--- config.mk ---
export PLATFORM = sky130hd
export DESIGN_NAME = rmed_isqrt
export DESIGN_NICKNAME = d
export VERILOG_FILES = /design/src/rtl/rmed_pkg.sv /design/src/rtl/rmed_isqrt.sv
export SDC_FILE = /design/constraint.sdc
export NUM_CORES = 2
export LEC_CHECK = 0
export BUFFER_PORTS_ARGS = -buffer_cell sky130_fd_sc_hd__buf_2
export CAP_MARGIN = 20
export CORE_MARGIN = 5
export CORE_UTILIZATION = 30
export CTS_BUF_LIST = sky130_fd_sc_hd__clkbuf_8
export DETAILED_ROUTE_END_ITERATION = 8
export GPL_TIMING_DRIVEN = 0
export PLACE_DENSITY_LB_ADDON = 0.12
export SYNTH_ARGS = -nofsm -noshare
export SYNTH_HDL_FRONTEND = slang
export SYNTH_SLANG_ARGS = --single-unit
--- constraint.sdc ---
create_clock -name i_clk -period 2.55 [get_ports i_clk]
set_input_delay 0.1275 -clock i_clk [delete_from_list [all_inputs] [get_ports i_clk]]
set_output_delay 0.1275 -clock i_clk [all_outputs]
set_load 0.05 [all_outputs]
--- src/rtl/rmed_pkg.sv ---
// Shared types, widths and constants for the rotation matrix to Euler angle block.
package rmed_pkg;

    localparam int ELEM_W       = 16;
    localparam int ANG_W        = 16;
    localparam int THR_W        = 15;
    localparam int ANGLE_FRAC   = 7;
    localparam int ACC_FRAC     = 24;
    localparam int PRESCALE_SH  = 16;
    localparam int CORDIC_STEPS = 16;
    localparam int CW           = 36;   // CORDIC datapath width
    localparam int OPW          = 17;   // CORDIC operand width
    localparam int SQ_IN_W      = 32;
    localparam int SQ_OUT_W     = 16;
    localparam int SQ_REM_W     = 18;
    localparam int CO_LAT       = CORDIC_STEPS + 2;
    localparam int ANG_LIM      = 180 << ANGLE_FRAC;
    localparam int RND_SH       = ACC_FRAC - ANGLE_FRAC;

    typedef logic signed [ELEM_W-1:0] t_elem;

    typedef struct packed {
        t_elem m00;
        t_elem m10;
        t_elem m20;
        t_elem m21;
        t_elem m22;
        t_elem m12;
        t_elem m11;
    } t_elems;

    // atan(2^-i) in degrees, 24 fraction bits
    localparam longint ATAN_TAB [32] = '{
        754974720, 445687602, 235489088, 119537938, 60000934, 30029717,
        15018523, 7509720, 3754917, 1877466, 938734, 469367, 234684, 117342,
        58671, 29335, 14668, 7334, 3667, 1833, 917, 458, 229, 115, 57, 29, 14,
        7, 4, 2, 1, 0
    };

    function automatic logic signed [CW-1:0] atan_deg(input int idx);
        atan_deg = CW'(ATAN_TAB[idx]);
    endfunction

endpackage

--- src/rtl/rmed_isqrt.sv ---
// Pipelined integer square root, one result bit per stage, with side data.
module rmed_isqrt (
    input  logic                            i_clk,
    input  logic                            i_rst_n,
    input  logic                            i_en,
    input  logic                            i_vld,
    input  logic [rmed_pkg::SQ_IN_W-1:0]    i_val,
    input  rmed_pkg::t_elems                i_side,
    output logic                            o_vld,
    output logic [rmed_pkg::SQ_OUT_W-1:0]   o_root,
    output rmed_pkg::t_elems                o_side
);

    localparam int N = rmed_pkg::SQ_OUT_W;

    logic                            r_vld  [N];
    logic [rmed_pkg::SQ_IN_W-1:0]    r_val  [N];
    logic [rmed_pkg::SQ_REM_W-1:0]   r_rem  [N];
    logic [rmed_pkg::SQ_OUT_W-1:0]   r_root [N];
    rmed_pkg::t_elems                r_side [N];

    for (genvar k = 0; k < N; k++) begin : g_stage
        logic                            s_vld;
        logic [rmed_pkg::SQ_IN_W-1:0]    s_val;
        logic [rmed_pkg::SQ_REM_W-1:0]   s_rem;
        logic [rmed_pkg::SQ_OUT_W-1:0]   s_root;
        rmed_pkg::t_elems                s_side;
        logic [rmed_pkg::SQ_REM_W+1:0]   n_sh;
        logic [rmed_pkg::SQ_REM_W+1:0]   n_trial;
        logic                            n_ge;

        if (k == 0) begin : g_first
            assign s_vld  = i_vld;
            assign s_val  = i_val;
            assign s_rem  = '0;
            assign s_root = '0;
            assign s_side = i_side;
        end else begin : g_next
            assign s_vld  = r_vld[k-1];
            assign s_val  = r_val[k-1];
            assign s_rem  = r_rem[k-1];
            assign s_root = r_root[k-1];
            assign s_side = r_side[k-1];
        end

        always_comb begin
            n_sh    = {s_rem, s_val[rmed_pkg::SQ_IN_W-1-2*k -: 2]};
            n_trial = {2'b00, s_root, 2'b01};
            n_ge    = (n_sh >= n_trial);
        end

        always_ff @(posedge i_clk) begin
            if (!i_rst_n) begin
                r_vld[k] <= 1'b0;
            end else if (i_en) begin
                r_vld[k] <= s_vld;
            end
            if (i_en) begin
                r_val[k]  <= s_val;
                r_side[k] <= s_side;
                r_root[k] <= {s_root[rmed_pkg::SQ_OUT_W-2:0], n_ge};
                r_rem[k]  <= n_ge ? rmed_pkg::SQ_REM_W'(n_sh - n_trial)
                                  : rmed_pkg::SQ_REM_W'(n_sh);
            end
        end
    end

    assign o_vld  = r_vld[N-1];
    assign o_root = r_root[N-1];
    assign o_side = r_side[N-1];

endmodule

==> impl_metrics.env <==
export IMPL_outcome="finished, violations left"
export IMPL_violations="negative setup slack"
export IMPL_setup_slack_ns=-0.1646
export IMPL_synth_cell_types=77
export IMPL_fillers=25440
export IMPL_coreArea_sq_mm=0.2760
export IMPL_path_class="flip-flop to flip-flop"
export IMPL_cp_data_required_time_ns=3.25
export IMPL_fmax_mhz=368.4
export IMPL_ant_nets=0
export IMPL_period_share_pct=106.5
export IMPL_hp_start="i_en"
export IMPL_synth_flop_cell="edfxtp_1"
export IMPL_wirelength_um=133800
export IMPL_cp_cell_sequence="ha_4, nand4_1, a211oi_2, nor3_4, buf_12, o31ai_4, a21oi_2, xnor2_1, mux2_4"
export IMPL_antenna_found_initial=6
export IMPL_numCtsBuffers=418
export IMPL_syn_cell_area_sq_mm=0.08310
export IMPL_reg2regPathDepth=9
export IMPL_min_to="r_side[2][9]"
export IMPL_r2r_start="r_rem[12][4]"
export IMPL_h_tree_depth=5
export IMPL_synthArstFlopShare_pct=0
export IMPL_final_max_slew_viol_count=0
export IMPL_wl_per_cell_um=14.57
export IMPL_grt_pass1_wl_um=207700
export IMPL_syn_num_nets=4293
export IMPL_clock_latency_ns=1.02
export IMPL_setup_violations=28
export IMPL_ios=277
export IMPL_ir_worst_vdd_mv=0.4112
export IMPL_gp_congestion=0.8399
export IMPL_r2r_setup_slack_ns=-0.16
export IMPL_place_hpwl_um=66710
export IMPL_die_h_um=536.3
export IMPL_cts_sinks=2434
export IMPL_yosysSeqAreaShare_pct=87.95
export IMPL_hold_depth=5
export IMPL_max_stage_delay_ns=0.44
export IMPL_hold_class="input pin to flip-flop"
export IMPL_rows=193
export IMPL_worstPathMaxFanout=6
export IMPL_mostFrequentLayoutCell="edfxtp_1"
export IMPL_portBuffers=276
export IMPL_die_area_sq_mm=0.2876
export IMPL_p_per_area_mw_per_mm2=834.7
export IMPL_die_width_um=536.3
export IMPL_min_period_ns=2.715
export IMPL_grt_overflow=0
export IMPL_cts_root_buf="clkbuf_8"
export IMPL_ys_ff_latch=2434
export IMPL_r2r_end="r_rem[13][14]"
export IMPL_end_kind="flip-flop"
export IMPL_grt_pass1_vias=38950
export IMPL_start_util_pct=30.11
export IMPL_start_kind="flip-flop"
export IMPL_route_vias_total=37740
export IMPL_relSlewSlack_pct=38.59
export IMPL_final_cell_mix="2433 x edfxtp_1, 428 x clkbuf_8, 313 x inv_1"
export IMPL_syn_area_per_cell_sq_um=20.82
export IMPL_hold_violations=0
export IMPL_firstDrtPassIters=5
export IMPL_tightestPinTransition_ns=0.9212
export IMPL_finalNonFillerCells=9184
export IMPL_track_usage_pct=8.888
export IMPL_maxCapViolCount=0
export IMPL_arrival_ns=3.42
export IMPL_post_route_drc_count=0
export IMPL_ys_warn_count=0
export IMPL_syn_inst=3992
export IMPL_clkTransAtPathRegs_ns=0.06
export IMPL_drtIter0Drc=2299
export IMPL_tns_ns=-1.523
export IMPL_viasPerCell=4.109
export IMPL_tritoncts="done"
export IMPL_clock_skew_ns=0.07408
export IMPL_power_leakage_nw=37.21
export IMPL_critical_path_slowest_cell="edfxtp_1"
export IMPL_fin_nets=5457
export IMPL_synth_edf_count=2433
export IMPL_clockBufferDepth=4
export IMPL_layout_area_overhead_vs_synth_pct=24.92
export IMPL_dp_cells=7989
export IMPL_layout_drive_gt1_share_pct=22.11
export IMPL_grt_setup_unrepaired="yes"
export IMPL_grt_max_degree=161
[cells by family after synthesis]
logic type / Yosys count / share of synthesized area, %
mux: 22 / 0.2921
fa+ha+maj: 153 / 2.304
other cells: 1 / 0.004513
buf+inv: 202 / 0.9305
simple gates: 588 / 3.566
flops: 2434 / 87.95
compound gates: 402 / 2.954
xor+xnor: 190 / 2.003
[critical path: cells and delay by family, from the launching register on]
family / cells / cell delay (ns)
xor+xnor: 1 / 0.14
flops: 1 / 0.44
simple gates: 2 / 0.37
mux: 1 / 0.26
fa+ha+maj: 1 / 0.33
compound gates: 3 / 0.80
buf+inv: 1 / 0.15
[power by group]
| part | internal, W | switching [W] | total [W] |
|---|---|---|---|
| logic | 0.00293 | 0.00357 | 0.00649 |
| clock network | 0.0160 | 0.0156 | 0.0316 |
| registers | 0.0474 | 0.00112 | 0.0486 |
[state kept, by name, summed over array words and instances, names as in the netlist]
register / cells
r_root: 136
r_val: 240
r_vld: 16
r_rem: 250
r_side: 1792
[per-stage QoR]
| step | power, W | util (%) | area [sq um] | hold slack [ns] | setup WS, ns |
|---|---|---|---|---|---|
| after floorplan | 0.05202 | - | 83100 | 0.2264 | 0.001490 |
| after global placement | 0.05266 | 32.29 | 89120 | 0.3037 | -40.66 |
| after detailed placement | 0.05425 | 32.45 | 89580 | 0.3056 | -3.966 |
| after CTS | 0.08811 | 37.10 | 102400 | 0.003996 | -0.1163 |
| after global routing | 0.09134 | 37.61 | 103800 | 0.07169 | -0.2043 |
| final | 0.08664 | 37.61 | 103800 | 0.1718 | -0.1646 |
[worst max path at each step]
| stage | cells past startpoint | startpoint | to |
|---|---|---|---|
| 2_1_floorplan | 8 | r_rem[12][10] | r_rem[13][15] |
| 3_3_place_gp | 2 | i_en | r_vld[13] |
| 4_1_cts | 8 | r_rem[6][6] | r_rem[7][6] |
| 3_5_place_dp | 9 | i_en | r_vld[4] |
| 6_report | 9 | r_rem[12][4] | r_rem[13][14] |
| 5_1_grt | 8 | r_rem[6][6] | r_rem[7][17] |
[synthesized netlist by cell type (all sizes together), types with 4 or more instances]
cell	number	share of area, %
or4	15	0.15
or3	21	0.16
nand2b	41	0.31
inv	171	0.77
edfxtp	2433	88
o21a	27	0.24
a311oi	4	0.050
ha	153	2.3
nor2b	21	0.16
nor3	62	0.38
a211oi	14	0.13
o211ai	13	0.12
a21oi	140	0.84
and3	27	0.20
nor4	34	0.26
clkbuf	23	0.10
xnor2	98	1.0
o21ai	108	0.65
xor2	92	0.97
or2	7	0.053
o21bai	9	0.086
a31oi	7	0.053
nor2	146	0.67
a41oi	4	0.042
o2111ai	4	0.042
mux2	18	0.24
mux2i	4	0.048
a21boi	4	0.036
a21o	32	0.29
nand3	27	0.17
and2	6	0.045
nor3b	7	0.063
nand4	17	0.13
o31ai	14	0.13
nand2	141	0.64
buf	7	0.050
a211o	5	0.053
[per-layer routing]
metal,GRT usage (%),up-vias,wire (um)
met5,0,-,0
met2,13.74,826,60620
li1,-,17970,-
met3,2.295,442,7236
met1,11.48,18500,59680
met4,4.817,0,6294
[area by class of cell]
cell class	instances	area [sq um]	share of cell area, %
antenna	3	7.507	0.007232
buffer	22	239.0	0.2302
clock buffer	425	5849	5.635
clock inverter	315	1624	1.565
inverter	172	649.4	0.6256
multi-input combinational	1357	10810	10.41
sequential	2434	73080	70.40
tap	3705	4636	4.466
timing repair buffer	751	6913	6.660
[what timing repair did]
item	CTS	global route
setup buffers	55	66
endpoints found under the hold margin	553	0
hold buffers	317	0
resized for setup	197	182
pin swaps	42	61
endpoints found under the setup margin	1063	296
cloned	20	6
(Power assumes the default switching activity.)
