<file path="config.mk">
export PLATFORM = sky130hd
export DESIGN_NAME = rmed_cordic
export DESIGN_NICKNAME = d
export VERILOG_FILES = /design/src/rtl/rmed_pkg.sv /design/src/rtl/rmed_cordic.sv
export SDC_FILE = /design/constraint.sdc
export NUM_CORES = 2
export LEC_CHECK = 0
export BUFFER_PORTS_ARGS = -buffer_cell sky130_fd_sc_hd__buf_4
export CAP_MARGIN = 20
export CORE_MARGIN = 2
export CORE_UTILIZATION = 35
export CTS_CLUSTER_DIAMETER = 200
export DETAILED_ROUTE_END_ITERATION = 7
export HOLD_SLACK_MARGIN = 0.05
export SYNTH_ARGS = -nofsm -noshare
export SYNTH_HDL_FRONTEND = slang
export SYNTH_SLANG_ARGS = --single-unit
</file>
<file path="constraint.sdc">
create_clock -name i_clk -period 11.93 [get_ports i_clk]
set_input_delay 0.5965 -clock i_clk [delete_from_list [all_inputs] [get_ports i_clk]]
set_output_delay 0.5965 -clock i_clk [all_outputs]
set_load 0.02 [all_outputs]
</file>
<file path="src/rtl/rmed_pkg.sv">
// Shared types, widths and constants for the rotation matrix to Euler angle block.
package rmed_pkg;

    localparam int ELEM_W       = 16;
    localparam int ANG_W        = 16;
    localparam int THR_W        = 15;
    localparam int ANGLE_FRAC   = 7;
    localparam int ACC_FRAC     = 24;
    localparam int PRESCALE_SH  = 16;
    localparam int CORDIC_STEPS = 16;
    localparam int CW           = 36;   // CORDIC datapath width
    localparam int OPW          = 17;   // CORDIC operand width
    localparam int SQ_IN_W      = 32;
    localparam int SQ_OUT_W     = 16;
    localparam int SQ_REM_W     = 18;
    localparam int CO_LAT       = CORDIC_STEPS + 2;
    localparam int ANG_LIM      = 180 << ANGLE_FRAC;
    localparam int RND_SH       = ACC_FRAC - ANGLE_FRAC;

    typedef logic signed [ELEM_W-1:0] t_elem;

    typedef struct packed {
        t_elem m00;
        t_elem m10;
        t_elem m20;
        t_elem m21;
        t_elem m22;
        t_elem m12;
        t_elem m11;
    } t_elems;

    // atan(2^-i) in degrees, 24 fraction bits
    localparam longint ATAN_TAB [32] = '{
        754974720, 445687602, 235489088, 119537938, 60000934, 30029717,
        15018523, 7509720, 3754917, 1877466, 938734, 469367, 234684, 117342,
        58671, 29335, 14668, 7334, 3667, 1833, 917, 458, 229, 115, 57, 29, 14,
        7, 4, 2, 1, 0
    };

    function automatic logic signed [CW-1:0] atan_deg(input int idx);
        atan_deg = CW'(ATAN_TAB[idx]);
    endfunction

endpackage

</file>
<file path="src/rtl/rmed_cordic.sv">
// Pipelined vectoring CORDIC atan2 in degrees, rounded and saturated to Q9.7.
module rmed_cordic (
    input  logic                                i_clk,
    input  logic                                i_rst_n,
    input  logic                                i_en,
    input  logic                                i_vld,
    input  logic signed [rmed_pkg::OPW-1:0]     i_y,
    input  logic signed [rmed_pkg::OPW-1:0]     i_x,
    output logic                                o_vld,
    output logic [rmed_pkg::ANG_W-1:0]          o_ang
);

    localparam int N  = rmed_pkg::CORDIC_STEPS;
    localparam int CW = rmed_pkg::CW;

    logic                  r_vld  [N+1];
    logic                  r_zero [N+1];
    logic signed [CW-1:0]  r_x    [N+1];
    logic signed [CW-1:0]  r_y    [N+1];
    logic signed [CW-1:0]  r_z    [N+1];
    logic                  r_ovld;
    logic [rmed_pkg::ANG_W-1:0] r_ang;

    // pre-stage: scale and fold the left half-plane
    logic signed [CW-1:0] n_xs, n_ys;
    always_comb begin
        n_xs = CW'(i_x) <<< rmed_pkg::PRESCALE_SH;
        n_ys = CW'(i_y) <<< rmed_pkg::PRESCALE_SH;
    end

    always_ff @(posedge i_clk) begin
        if (!i_rst_n) begin
            r_vld[0] <= 1'b0;
        end else if (i_en) begin
            r_vld[0] <= i_vld;
        end
        if (i_en) begin
            r_zero[0] <= (i_x == '0) && (i_y == '0);
            if (n_xs < 0) begin
                if (n_ys >= 0) begin
                    r_x[0] <= n_ys;
                    r_y[0] <= -n_xs;
                    r_z[0] <= CW'(90) <<< rmed_pkg::ACC_FRAC;
                end else begin
                    r_x[0] <= -n_ys;
                    r_y[0] <= n_xs;
                    r_z[0] <= -(CW'(90) <<< rmed_pkg::ACC_FRAC);
                end
            end else begin
                r_x[0] <= n_xs;
                r_y[0] <= n_ys;
                r_z[0] <= '0;
            end
        end
    end

    for (genvar i = 0; i < N; i++) begin : g_step
        logic signed [CW-1:0] n_xsh, n_ysh;
        assign n_xsh = r_x[i] >>> i;
        assign n_ysh = r_y[i] >>> i;

        always_ff @(posedge i_clk) begin
            if (!i_rst_n) begin
                r_vld[i+1] <= 1'b0;
            end else if (i_en) begin
                r_vld[i+1] <= r_vld[i];
            end
            if (i_en) begin
                r_zero[i+1] <= r_zero[i];
                if (!r_y[i][CW-1]) begin
                    r_x[i+1] <= r_x[i] + n_ysh;
                    r_y[i+1] <= r_y[i] - n_xsh;
                    r_z[i+1] <= r_z[i] + rmed_pkg::atan_deg(i);
                end else begin
                    r_x[i+1] <= r_x[i] - n_ysh;
                    r_y[i+1] <= r_y[i] + n_xsh;
                    r_z[i+1] <= r_z[i] - rmed_pkg::atan_deg(i);
                end
            end
        end
    end

    // round half up, saturate to +-180 degrees
    logic signed [CW-1:0] n_rnd;
    logic [rmed_pkg::ANG_W-1:0] n_ang;
    always_comb begin
        n_rnd = (r_z[N] + (CW'(1) <<< (rmed_pkg::RND_SH - 1))) >>> rmed_pkg::RND_SH;
        if (r_zero[N]) begin
            n_ang = '0;
        end else if (n_rnd > CW'(rmed_pkg::ANG_LIM)) begin
            n_ang = rmed_pkg::ANG_W'(rmed_pkg::ANG_LIM);
        end else if (n_rnd < -CW'(rmed_pkg::ANG_LIM)) begin
            n_ang = rmed_pkg::ANG_W'(-rmed_pkg::ANG_LIM);
        end else begin
            n_ang = n_rnd[rmed_pkg::ANG_W-1:0];
        end
    end

    always_ff @(posedge i_clk) begin
        if (!i_rst_n) begin
            r_ovld <= 1'b0;
        end else if (i_en) begin
            r_ovld <= r_vld[N];
        end
        if (i_en) begin
            r_ang <= n_ang;
        end
    end

    assign o_vld = r_ovld;
    assign o_ang = r_ang;

endmodule

</file>
==> flow_summary.ini <==
[run_status]
status = complete, no violations

[cts]
clock-sinks = 1454
cts-root-buf = clkbuf_16
numCtsBuffers = 173
cts_buffer_depth = 4
cts_tree = built
cts_setup_buffers = 0
clkLatencyLatePin_ps = 850
post_cts_resized = 0
path_clk_slew_ps = 60
cts-htree-levels = 4

[yosys]
yosysTopAreaCell = edfxtp_1
async_reset_ff_share_pct = 0
syn_inst = 12770
synth_xor_xnor_area_share_pct = 12.89
netlist_area_sq_um = 122400
synth_top_cells_by_area = edfxtp_1 36%, ha_1 14%, xnor2_1 8.2%, a21oi_1 5.1%, xor2_1 4.7%
synth_nets = 14240
ys_ff_latch = 1454
synth_top_family_by_area = compound AO/OA/AOI/OAI gates
synth_simple_gate_area_share_pct = 13.44
synth_edf_count = 1452
ys_seq_area_share_pct = 35.64
synth_top_area_share_pct = 35.61
synth_fa_ha_area_share_pct = 14.87
synthMuxAreaShare_pct = 0.4864
syn_avg_cell_area_sq_um = 9.591
synth_compound_area_share_pct = 20.40
ys.warnings.count = 0
netlist-cell-type-count = 110
ys.flop_type = edfxtp_1

[drt]
drc = 0
wl_per_cell_microns = 16.80
drt_iter0_markers = 5409
wl_met1_mm = 128.4
dr_wl_met2_mm = 144.5
routed_wl_mm = 294.9
via_count = 92430
antenna_left = 0
dr.pass1.iters = 6
top_layer = met4
route.met3.wl_mm = 8.583
via_per_inst = 5.265

[place]
portBuffers = 54
gp_congestion = 0.9156
place_hpwl_mm = 234.4

[critical_path]
cp-start-kind = flip-flop
cp_num_buf_inv = 2
required_ps = 12480
critical_path_class = reg2reg
path_cells = inv_1 -> ha_1 -> nand2b_1 -> nor4b_2 -> inv_2 -> or4_1 -> or3_1 -> o31ai_1 -> xor2_1 -> ha_1 -> and3_1 -> and3_1 -> and3_1 -> or3_4 -> a22oi_2 -> a21oi_1 -> a211oi_2 -> a211oi_1 -> a2111o_1 -> a21oi_1 -> xnor2_1
reg2reg_from = r_y[9][9]$_DFFE_PP_
worstPathArrival_ps = 6390
cp_slowest_cell = edfxtp_1
cpLargestDelayFamily = simple AND/OR/NAND/NOR gates
cp_common_cell = and3_1
crit_start = r_y[9][9]$_DFFE_PP_
crit_path_end_kind = flip-flop
crit_fanout = 7
cpPeakStageDelay_ps = 470

[floorplan]
fp.coreArea_sq_um = 348900
die_h_microns = 595.5
start_util_pct = 35.09
pin_count = 55
die-area_sq_um = 354600
num_rows = 217
fp.dieW_microns = 595.5

[sta]
worst_pin_slew_ps = 1045
skew_ps = 59.52
min_period_ps = 5844
rsz0062_at_grt = no
slew_headroom_pct = 29.81
setup_tns_ps = 0
fmax_ghz = 0.1711
setup_viol = 0
final-hold-violation-count = 0
slew_viol_final = 0
finalCritPeriodShare_pct = 48.99

[final_layout]
area_delta_synth_final_pct = 9.418
final_nets = 14300
diodes = 0
final_common_cell = edfxtp_1
final_cell_mix = 1452 x edfxtp_1, 1396 x ha_1, 1246 x a21oi_1
drive_gt1_share_pct = 4.076
fillerInstances = 34640

[global_routing]
grt_overflow_total = 0
grt_pass1_vias = 88550
grt_max_degree = 171
grt_pass1_wl_mm = 470.7
antenna_found_initial = 0
track_usage_pct = 16.04

[worst_hold_path]
hold_path.class = in2reg
hold_start = i_en

[job]
maxCapViolations = 0
[layout make-up]
| class | instances | area (sq um) | area share [%] |
|---|---|---|---|
| timing repair buffer | 123 | 1021 | 0.7621 |
| sequential | 1454 | 43640 | 32.58 |
| clock buffer | 201 | 4477 | 3.342 |
| clock inverter | 99 | 1162 | 0.8677 |
| inverter | 501 | 1881 | 1.404 |
| tap | 4599 | 5754 | 4.295 |
| multi-input combinational | 10580 | 76030 | 56.75 |
[synth_stat cells (37+ instances only)]
library cell  count
edfxtp_1       1452
ha_1           1396
a21oi_1        1246
xnor2_1        1147
nor2_1          952
nand2_1         812
a21o_1          664
xor2_1          653
o21ai_0         615
inv_1           487
nor3_1          300
nand3_1         235
nand2b_1        205
clkbuf_1        200
o21a_1          188
nor2b_1         171
o31ai_1         168
o21bai_1        162
and3_1          147
a31oi_1         122
nand4_1         108
a211oi_1         91
or3_1            91
o21ai_1          88
nor4_1           81
o41ai_1          72
and2_1           70
o211ai_1         59
or2_2            50
fa_1             37
mux2i_1          37
[path summary, 6_finish.rpt]
kind                             endpoint  slack (ps)  cells past startpoint
setup / recovery    r_x[10][34]$_DFFE_PP_        6090                     21
hold / removal    o_ang[11]$_SDFFCE_PP0P_         130                      1
setup reg to reg    r_x[10][34]$_DFFE_PP_        6090                     21
hold reg to reg       r_zero[3]$_DFFE_PP_         420                      0
[timing repair]
item / 4_1_cts / 5_1_grt
endpoints found under the hold margin: 7 / 0
endpoints found under the setup margin: 0 / 0
hold buffers: 6 / 0
[metal layers]
metal,GRT usage [%],vias up
met5,0,-
met1,19.50,42660
met4,6.814,0
met3,1.633,598
met2,28.70,1513
li1,-,47660
[cell families (layout without fill, tap and decap cells)]
| logic type | after synthesis | in the layout |
|---|---|---|
| compound gates | 3897 | 3897 |
| xor+xnor | 1801 | 1801 |
| fa+ha+maj | 1433 | 1433 |
| buf+inv | 735 | 924 |
| flops | 1454 | 1454 |
| mux | 57 | 57 |
| simple gates | 3388 | 3388 |
[stage by stage]
step           setup slack (ps)  area (sq um)  std cells  hold slack, ps  util, %
4_1_cts                    6082        133900      17550           50.77    38.39
6_report                   6086        134000      17550           125.4    38.40
2_1_floorplan              6520        122400      12770           400.3        -
5_1_grt                    5585        134000      17550           102.7    38.40
3_3_place_gp               5362        128200      17250           403.4    36.76
3_5_place_dp               5504        128200      17250           404.5    36.76
[state kept, by name, summed over array words and instances, names as in the netlist]
| signal | cells |
|---|---|
| r_zero | 17 |
| o_vld | 1 |
| r_y | 462 |
| r_x | 445 |
| r_z | 496 |
| o_ang | 16 |
| r_vld | 17 |
Power is left out: the tool's default activity adds up to more than one toggle a clock period on the data nets, which glitch-free logic cannot reach.
